File: src/hdl/bet_pkg.sv
// ---------------------------------------------------------------------------
// Button event tracker package
// Shared constants, status and event codes, register indexes.
// ---------------------------------------------------------------------------
package bet_pkg;

	localparam int NUM_BUTTONS = 8;
	localparam int BUTTON_W    = 3;
	localparam int IDX_W       = (NUM_BUTTONS > 1) ? $clog2(NUM_BUTTONS) : 1;
	localparam int SEL_W       = (IDX_W > BUTTON_W) ? IDX_W : BUTTON_W;
	localparam int REG_W       = 8;
	localparam int CNT_W       = 8;
	localparam int CFG_IDX_W   = 2;
	localparam int TDATA_W     = 8;

	localparam logic [REG_W-1:0] ENABLE_RST    = 8'h00;
	localparam logic [REG_W-1:0] IDLE_RST      = 8'hFF;
	localparam logic [REG_W-1:0] THRESHOLD_RST = 8'd20;
	localparam logic [CNT_W-1:0] CNT_MAX       = 8'hFF;

	typedef enum logic [2:0] {
		ST_FREE    = 3'd0,
		ST_PRESS   = 3'd1,
		ST_DOWN    = 3'd2,
		ST_RELEASE = 3'd3,
		ST_HOLD    = 3'd4
	} status_t;

	typedef enum logic [1:0] {
		EV_NONE    = 2'd0,
		EV_PRESS   = 2'd1,
		EV_RELEASE = 2'd2,
		EV_HOLD    = 2'd3
	} event_t;

	typedef enum logic [CFG_IDX_W-1:0] {
		CFG_ENABLE    = 2'd0,
		CFG_IDLE      = 2'd1,
		CFG_THRESHOLD = 2'd2
	} cfg_idx_t;

endpackage

File: src/hdl/button_event_tracker_core.sv
// ---------------------------------------------------------------------------
// Button event tracker core
// Per-button press/down/release/hold status tracking from pin samples.
// ---------------------------------------------------------------------------
// Each input transfer is one polling sample of one button (index and pin
// level); each one yields exactly one result transfer with the button index,
// the event (none, press, release, hold) and the button's new status. The
// block takes one sample per clock cycle while the result stream is not
// stalled; each sample is held in the input register and its result in the
// result register. The rate is set by the per-button status and hold-counter
// register file, which is read, updated and written back between those two
// registers, so consecutive samples of the same button see each other's
// updates. While a result waits on a stalled consumer, the input register
// still takes one more sample; the sample after that waits until the result
// drains. Configuration writes take effect on the cycle after the write
// transfer and must be done while no sample is in flight. A button is up
// when its pin level equals its idle level bit; a disabled button keeps its
// status and reports no event.
// ---------------------------------------------------------------------------
module button_event_tracker_core (
	input  logic                           clk,
	input  logic                           arst_n,
	// sample stream
	input  logic                           s_tvalid,
	output logic                           s_tready,
	input  logic [bet_pkg::TDATA_W-1:0]    s_tdata,   // [2:0] button, [3] pin_level
	// result stream
	output logic                           m_tvalid,
	input  logic                           m_tready,
	output logic [bet_pkg::TDATA_W-1:0]    m_tdata,   // [2:0] event_button, [4:3] event_code,
	                                                  // [7:5] new_status
	// configuration writes
	input  logic                           cfg_valid,
	output logic                           cfg_ready,
	input  logic [bet_pkg::CFG_IDX_W-1:0]  cfg_index,
	input  logic [bet_pkg::REG_W-1:0]      cfg_data
);

	// configuration registers
	logic [bet_pkg::REG_W-1:0] enable_q;
	logic [bet_pkg::REG_W-1:0] idle_q;
	logic [bet_pkg::REG_W-1:0] threshold_q;

	// per-button state
	bet_pkg::status_t         status_q  [bet_pkg::NUM_BUTTONS];
	logic [bet_pkg::CNT_W-1:0] counter_q [bet_pkg::NUM_BUTTONS];

	// input register
	logic                          valid_s1;
	logic [bet_pkg::BUTTON_W-1:0]  button_s1;
	logic                          pin_s1;

	// result register
	logic                          valid_s2;
	logic [bet_pkg::BUTTON_W-1:0]  event_button_s2;
	bet_pkg::event_t               event_code_s2;
	bet_pkg::status_t              new_status_s2;

	// update logic
	logic                          advance;
	logic [bet_pkg::SEL_W-1:0]     sel_wide;
	logic [bet_pkg::IDX_W-1:0]     sel;
	logic                          in_range;
	logic                          enabled;
	logic                          up;
	logic                          write_en;
	bet_pkg::status_t              rd_status;
	logic [bet_pkg::CNT_W-1:0]     rd_count;
	logic [bet_pkg::CNT_W-1:0]     inc_count;
	bet_pkg::status_t              nxt_status;
	logic [bet_pkg::CNT_W-1:0]     nxt_count;
	bet_pkg::status_t              res_status;
	bet_pkg::event_t               res_event;

	// ---------------- handshakes ----------------
	// Move the sample into the result register whenever that register is
	// empty or being drained; the input register refills in the same cycle.
	assign advance   = valid_s1 && (!valid_s2 || m_tready);
	assign s_tready  = !valid_s1 || advance;
	assign cfg_ready = 1'b1;

	assign m_tvalid = valid_s2;
	assign m_tdata  = {new_status_s2, event_code_s2, event_button_s2};

	// ---------------- configuration ----------------
	always_ff @(posedge clk or negedge arst_n) begin
		if (!arst_n) begin
			enable_q    <= bet_pkg::ENABLE_RST;
			idle_q      <= bet_pkg::IDLE_RST;
			threshold_q <= bet_pkg::THRESHOLD_RST;
		end else if (cfg_valid && cfg_ready) begin
			// writes to an index past the register list are dropped
			unique case (bet_pkg::cfg_idx_t'(cfg_index))
				bet_pkg::CFG_ENABLE:    enable_q    <= cfg_data;
				bet_pkg::CFG_IDLE:      idle_q      <= cfg_data;
				bet_pkg::CFG_THRESHOLD: threshold_q <= cfg_data;
				default: ;
			endcase
		end
	end

	// ---------------- input register ----------------
	always_ff @(posedge clk or negedge arst_n) begin
		if (!arst_n) begin
			valid_s1 <= 1'b0;
		end else if (s_tready) begin
			valid_s1 <= s_tvalid;
		end
	end

	always_ff @(posedge clk) begin
		if (s_tvalid && s_tready) begin
			button_s1 <= s_tdata[bet_pkg::BUTTON_W-1:0];
			pin_s1    <= s_tdata[bet_pkg::BUTTON_W];
		end
	end

	// ---------------- state lookup ----------------
	assign sel_wide  = bet_pkg::SEL_W'(button_s1);
	assign sel       = sel_wide[bet_pkg::IDX_W-1:0];
	assign in_range  = int'(button_s1) < bet_pkg::NUM_BUTTONS;
	assign enabled   = enable_q[button_s1];
	// up means the pin sits at the button's configured idle level
	assign up        = (pin_s1 == idle_q[button_s1]);
	assign rd_status = status_q[sel];
	assign rd_count  = counter_q[sel];
	// saturate the hold counter at its top value
	assign inc_count = (rd_count == bet_pkg::CNT_MAX) ? rd_count
	                                                  : rd_count + bet_pkg::CNT_W'(1);
	assign write_en  = advance && in_range && enabled;

	// ---------------- next status ----------------
	always_comb begin
		nxt_status = rd_status;
		nxt_count  = rd_count;
		if (up) begin
			unique case (rd_status)
				bet_pkg::ST_FREE:    nxt_status = bet_pkg::ST_FREE;
				bet_pkg::ST_PRESS:   nxt_status = bet_pkg::ST_FREE;
				bet_pkg::ST_RELEASE: nxt_status = bet_pkg::ST_FREE;
				bet_pkg::ST_DOWN:    nxt_status = bet_pkg::ST_RELEASE;
				bet_pkg::ST_HOLD:    nxt_status = bet_pkg::ST_RELEASE;
				default:             nxt_status = rd_status;
			endcase
		end else begin
			unique case (rd_status)
				bet_pkg::ST_FREE:    nxt_status = bet_pkg::ST_PRESS;
				bet_pkg::ST_PRESS: begin
					nxt_status = bet_pkg::ST_DOWN;
					nxt_count  = '0;
				end
				bet_pkg::ST_DOWN: begin
					// count this tick, then compare the updated count
					nxt_count = inc_count;
					if (inc_count >= threshold_q) begin
						nxt_status = bet_pkg::ST_HOLD;
					end
				end
				bet_pkg::ST_RELEASE: nxt_status = bet_pkg::ST_FREE;
				bet_pkg::ST_HOLD:    nxt_status = bet_pkg::ST_HOLD;
				default:             nxt_status = rd_status;
			endcase
		end
	end

	// ---------------- result ----------------
	always_comb begin
		// a button past the count reports free, a disabled one its kept status
		priority if (!in_range) begin
			res_status = bet_pkg::ST_FREE;
		end else if (!enabled) begin
			res_status = rd_status;
		end else begin
			res_status = nxt_status;
		end
	end

	always_comb begin
		if (in_range && enabled) begin
			unique case (res_status)
				bet_pkg::ST_PRESS:   res_event = bet_pkg::EV_PRESS;
				bet_pkg::ST_RELEASE: res_event = bet_pkg::EV_RELEASE;
				bet_pkg::ST_HOLD:    res_event = bet_pkg::EV_HOLD;
				default:             res_event = bet_pkg::EV_NONE;
			endcase
		end else begin
			res_event = bet_pkg::EV_NONE;
		end
	end

	// ---------------- state write-back ----------------
	always_ff @(posedge clk or negedge arst_n) begin
		if (!arst_n) begin
			for (int b = 0; b < bet_pkg::NUM_BUTTONS; b++) begin
				status_q[b]  <= bet_pkg::ST_FREE;
				counter_q[b] <= '0;
			end
		end else if (write_en) begin
			status_q[sel]  <= nxt_status;
			counter_q[sel] <= nxt_count;
		end
	end

	// ---------------- result register ----------------
	always_ff @(posedge clk or negedge arst_n) begin
		if (!arst_n) begin
			valid_s2 <= 1'b0;
		end else if (!valid_s2 || m_tready) begin
			valid_s2 <= valid_s1;
		end
	end

	always_ff @(posedge clk) begin
		if (advance) begin
			event_button_s2 <= button_s1;
			event_code_s2   <= res_event;
			new_status_s2   <= res_status;
		end
	end

endmodule

File: config.mk
export PLATFORM = sky130hd
export DESIGN_NAME = button_event_tracker_core
export DESIGN_NICKNAME = d
export VERILOG_FILES = /design/src/hdl/bet_pkg.sv /design/src/hdl/button_event_tracker_core.sv
export SDC_FILE = /design/constraint.sdc
export NUM_CORES = 1
export LEC_CHECK = 0
export ABC_AREA = 1
export BUFFER_PORTS_ARGS = -buffer_cell sky130_fd_sc_hd__buf_2
export CAP_MARGIN = 0
export CORE_MARGIN = 2
export CORE_UTILIZATION = 38
export DETAILED_ROUTE_END_ITERATION = 6
export PLACE_DENSITY = 0.6
export SKIP_CTS_REPAIR_TIMING = 1
export SLEW_MARGIN = 30
export SYNTH_ARGS = -nofsm -noshare
export SYNTH_HDL_FRONTEND = slang
export SYNTH_SLANG_ARGS = --single-unit
File: constraint.sdc
create_clock -name clk -period 3.5 [get_ports clk]
set_input_delay 0.525 -clock clk [delete_from_list [all_inputs] [get_ports clk]]
set_output_delay 0.525 -clock clk [all_outputs]
set_load 0.05 [all_outputs]
==> results of run 1 <==
per-layer routing:
layer	vias up	global-route usage	wire length, µm
li1	2984	-	-
met1	2704	0.284	8420
met2	113	0.311	8170
met3	26	0.0488	766
met4	0	0.0532	248
met5	-	0	0
synthesized netlist by cell type (all sizes together):
master  instances
nand2         505
dfrtp         104
inv            91
o21ai          65
nor2           32
nand3          26
buf            23
a21oi          19
edfxtp         12
dfstp          10
ha              9
clkbuf          4
nand4           2
o22ai           2
a21o            1
and2            1
conb            1
nand3b          1
nor3            1
o211ai          1
o21a            1
xnor2           1
xor2            1
cell type report:
cell class / count / share of cell area
Sequential cell: 126 / 0.392
Tap cell: 225 / 0.0342
Inverter: 91 / 0.0422
Multi-Input combinational cell: 669 / 0.367
Clock inverter: 11 / 0.0113
Clock buffer: 21 / 0.0548
Timing Repair Buffer: 96 / 0.0983
path summary, 6_finish.rpt:
check,from,end,slack (ns),cells past startpoint
setup / recovery,button_s1[0],event_code_s2[1],0.11,28
hold / removal,arst_n,counter_q[63],0.20,1
setup reg to reg,button_s1[0],event_code_s2[1],0.11,28
hold reg to reg,counter_q[51],counter_q[51],0.48,2
max in group asynchronous,arst_n,status_q[5],2.54,2
min in group clk,s_tdata[3],pin_s1,0.27,1
worst max-delay path, delay by kind of cell, from the launching register on:
kind	cells	cell delay, ns
buffers and inverters	5	0.55
and+or+nand+nor	19	1.51
adders and majority gates	1	0.30
AOI/OAI and AO/OA	3	0.36
DFF	1	0.37
metrics by stage:
| stage | worst slack [ns] | hold WS, ns | setup TNS, ns |
|---|---|---|---|
| after detailed placement | -0.131 | 0.461 | -0.776 |
| after CTS | -0.159 | 0.236 | -1.03 |
| final | 0.110 | 0.202 | 0 |
| after floorplan | 0.295 | 0.229 | 0 |
| after global routing | -0.127 | 0.259 | -0.340 |
| after global placement | -0.151 | 0.456 | -0.803 |
cell families (layout without fill, tap and decap cells):
group | count (synthesis) | in the layout
flip-flops | 126 | 126
buffers and inverters | 118 | 219
AO/OA/AOI/OAI | 89 | 89
other | 1 | 1
XOR/XNOR | 2 | 2
AND/OR/NAND/NOR | 568 | 568
adder cells (fa/ha/maj) | 9 | 9
report_power, final:
group | leakage, nW | internal (mW) | total (mW) | switching, mW
Combinational | 2.49 | 0.347 | 0.972 | 0.625
Clock | 0.263 | 0.988 | 1.65 | 0.659
Sequential | 1.59 | 1.71 | 1.79 | 0.0802
registers in the layout, indices dropped and copies added (netlist names):
name,flops
event_button_s2,3
counter_q,64
enable_q,8
threshold_q,8
valid_s1,1
pin_s1,1
m_tvalid,1
event_code_s2,2
new_status_s2,3
idle_q,8
button_s1,3
status_q,24
==> flow_summary.ini, run 1 <==
[status]
status = complete, no violations

[clock_network]
numCtsBuffers = 17
cts_tree = done
clk_pin_slew_ns = 0.06
htreeDepth = 4
cts.sink_count = 126
root_buffer = clkbuf_16
clk_latency_ns = 0.43
clk_path_buf_depth = 2

[worst_setup_path]
cp_common_cell = nand2_1
crit_required_ns = 3.68
cp-end-kind = flop
cp_max_fo = 6
critPathSlowestCell = edfxtp_1
slowest_delay_ns = 0.37
critPathKind = reg -> reg
arrival_ns = 3.57
crit_path_start_kind = flop

[routing]
routed_via_density = 4.70
wl_per_cell_um = 14.2
ant_nets = 0
vias = 5827
drc = 0
drt-pass1-iter-count = 7
drt_iter0_drc = 400
drt-total-wl_um = 17600

[grt]
overflow = 0
grt_max_degree = 62
grt_pass1_vias = 5468
grt_pass1_wl_um = 28600
antenna_found_initial = 0
grt_usage = 0.202

[final_layout]
regArea_um2 = 3230
final_common_cell = nand2_1
diodes = 0
filler_cell_count = 1721
layout_common_cells = nand2_1, dfrtp_1, inv_1
final_cells = 1239
final_area_um2 = 8220
fin_util = 0.479
nets = 1033
layout-drive-gt1-share = 0.216
multiInputGateArea_um2 = 3020
area_delta_synth_final_pct = 24.0

[logic_synthesis]
synth_compound_area_frac = 0.0713
syn-cell-area_um2 = 6630
synth_fa_ha_area_frac = 0.0170
synth_top_family_by_area = simple AND/OR/NAND/NOR gates
synth_top_area_share = 0.393
synth_seq_area_share = 0.487
syn_inst = 913
synthMuxAreaShare = 0
synth-simple-area-share = 0.344
synth-xor-area-share = 0.00264
ys_ff_latch = 126
yosysUniqueCellTypes = 34
synthTopCellsByArea = dfrtp_1, nand2_1, edfxtp_1
avgSynthCellArea_um2 = 7.26
synth_nets = 945
yosysWarnings = 0
synth_top_cell_by_area = dfrtp_1

[placement]
portBuffers = 28
place_inst = 1200
place_congestion = 0.824
post_dp_cell_area_um2 = 7410
dp_hpwl_um = 11900

[die]
io_pins = 34
dieArea_um2 = 18500
rows = 48
fp.dieW_um = 136
die_h_um = 136
core_um2 = 17200
initial_core_util = 0.386

[pwr]
power_leakage_nw = 4.34
power_mw = 4.41
vdd_ir_drop_max_v = 0.000354
power_density_nw_per_um2 = 536

[sta]
fmax_mhz = 295
layout_min_cycle_time_ns = 3.39
final_max_slew_viol_count = 0
rsz0062_at_grt = yes
final_hold_viol_count = 0
setup_violations = 0
skew_ns = 0.0118
relSlewSlack = 0.442
period_share = 0.969
tightest_slew_ns = 0.837

[flow_run]
drv_cap = 0

[min_path]
hp-class = in -> async
No activity file was read; power rests on OpenSTA's default activity.
==> run 2: changes to the inputs <==
--- a/config.mk
+++ b/config.mk
@@ -11,6 +11,7 @@
 export CORE_MARGIN = 2
 export CORE_UTILIZATION = 38
 export DETAILED_ROUTE_END_ITERATION = 6
+export GPL_TIMING_DRIVEN = 0
 export PLACE_DENSITY = 0.6
 export SKIP_CTS_REPAIR_TIMING = 1
 export SLEW_MARGIN = 30
==> flow_summary.ini, run 2 (synthesis gave the netlist of run 1 again) <==
[grt]
antenna_found_initial = 0
grt_usage = 0.202
grt_pass1_wl_um = 28700
grt_pass1_vias = 5358
grt_max_degree = 75
overflow = 0

[clock_network]
htreeDepth = 4
root_buffer = clkbuf_16
clk_pin_slew_ns = 0.06
numCtsBuffers = 17
cts.sink_count = 126
clk_latency_ns = 0.42
cts_tree = done
clk_path_buf_depth = 2

[final_layout]
largest_reg_flops = 64
layout-drive-gt1-share = 0.205
largest-register = counter_q
diodes = 0
layout_common_cells = nand2_1, dfrtp_1, inv_1
filler_cell_count = 1776
final_common_cell = nand2_1
reg_top3 = counter_q: 64 flops, status_q: 24 flops
nets = 1016
area_delta_synth_final_pct = 21.2

[worst_setup_path]
arrival_ns = 3.77
crit_required_ns = 3.68
crit_path_start_kind = flop
critPathSlowestCell = edfxtp_1
cp_common_cell = nand2_2
r2r-start = button_s1[0]
cp_max_fo = 4
r2r_slack_ns = -0.08
reg2reg_depth = 26
critPathKind = reg -> reg
slowest_delay_ns = 0.49
crit_path_end = event_code_s2[1]
r2r_end = event_code_s2[1]
cp-end-kind = flop
cp-startpoint = button_s1[0]

[placement]
dp_slack_ns = -0.520
portBuffers = 28
place_congestion = 0.810
dp_hpwl_um = 12100

[die]
fp.dieW_um = 136
initial_core_util = 0.386
rows = 48
core_um2 = 17200
io_pins = 34
die_h_um = 136
dieArea_um2 = 18500

[sta]
period_share = 1.02
whs_ns = -0.0124
setup_violations = 11
fmax_mhz = 279
relSlewSlack = 0.378
skew_ns = 0.00983
tns_ns = -0.511
fin_ws_ns = -0.0832
tightest_slew_ns = 0.929
final_max_slew_viol_count = 0
rsz0062_at_grt = yes
layout_min_cycle_time_ns = 3.58
final_hold_viol_count = 19

[status]
violations = hold timing, setup timing
status = finished, violations left

[routing]
ant_nets = 0
drt-total-wl_um = 17700
vias = 5775
drc = 0
drt_iter0_drc = 449
drt-pass1-iter-count = 6
wl_per_cell_um = 14.4
routed_via_density = 4.73

[flow_run]
drv_cap = 0

[min_path]
hp-class = in -> async

[pwr]
power_density_nw_per_um2 = 554
power_mw = 4.45
vdd_ir_drop_max_v = 0.000367
power_leakage_nw = 4.22
-- run 2: cell types whose count changed in the layout (fill, tap and decap cells not counted), sizes merged --
cell	delta
inv	-1
bufinv	+1
clkinvlp	+1
nand2	+1
buf	-21
clkinv	+2
-- run 2: area by class of cell --
type                    instances  area, µm²  area share
plain buffers                  27        216      0.0269
clock buffers                  18        429      0.0534
well taps                     225        282      0.0350
repair buffers                 51        343      0.0427
flip-flops and latches        126       3230       0.402
clock inverters                14        144      0.0179
multi-input cells             670       3050       0.379
inverters                      91        347      0.0431
-- run 2: worst min path at each step --
stage | startpoint | to | slack (ns)
2_1_floorplan | arst_n | counter_q[0] | 0.23
3_3_place_gp | valid_s1 | m_tvalid | 0.45
3_5_place_dp | arst_n | threshold_q[1] | 0.43
4_1_cts | arst_n | threshold_q[1] | -0.01
5_1_grt | arst_n | threshold_q[1] | 0.007
6_report | arst_n | threshold_q[1] | -0.01
-- run 2: per-stage QoR --
stage | instances | utilization | instance area, µm²
final | 1222 | 0.468 | 8030
after CTS | 1199 | 0.446 | 7660
after detailed placement | 1167 | 0.413 | 7090
after global placement | 1166 | 0.410 | 7050
after global routing | 1222 | 0.468 | 8030
after floorplan | 913 | - | 6630
-- run 2: layer usage --
layer | global-route usage | up-vias | wire length, µm
met2 | 0.323 | 114 | 8270
met5 | 0 | - | 0
met3 | 0.0384 | 20 | 616
li1 | - | 2949 | -
met1 | 0.279 | 2692 | 8520
met4 | 0.0619 | 0 | 238
-- run 2: where the power goes --
part,internal (mW),leakage [nW],switching (mW)
logic,0.302,2.36,0.628
registers,1.71,1.59,0.0844
clock network,1.04,0.270,0.677
total,3.06,4.22,1.39
-- run 2: critical path: cells and delay by family (launching register included) --
family / cells / cell delay, ns
simple gates: 16 / 1.38
compound gates: 5 / 0.65
flops: 1 / 0.49
fa+ha+maj: 2 / 0.41
buf+inv: 3 / 0.40
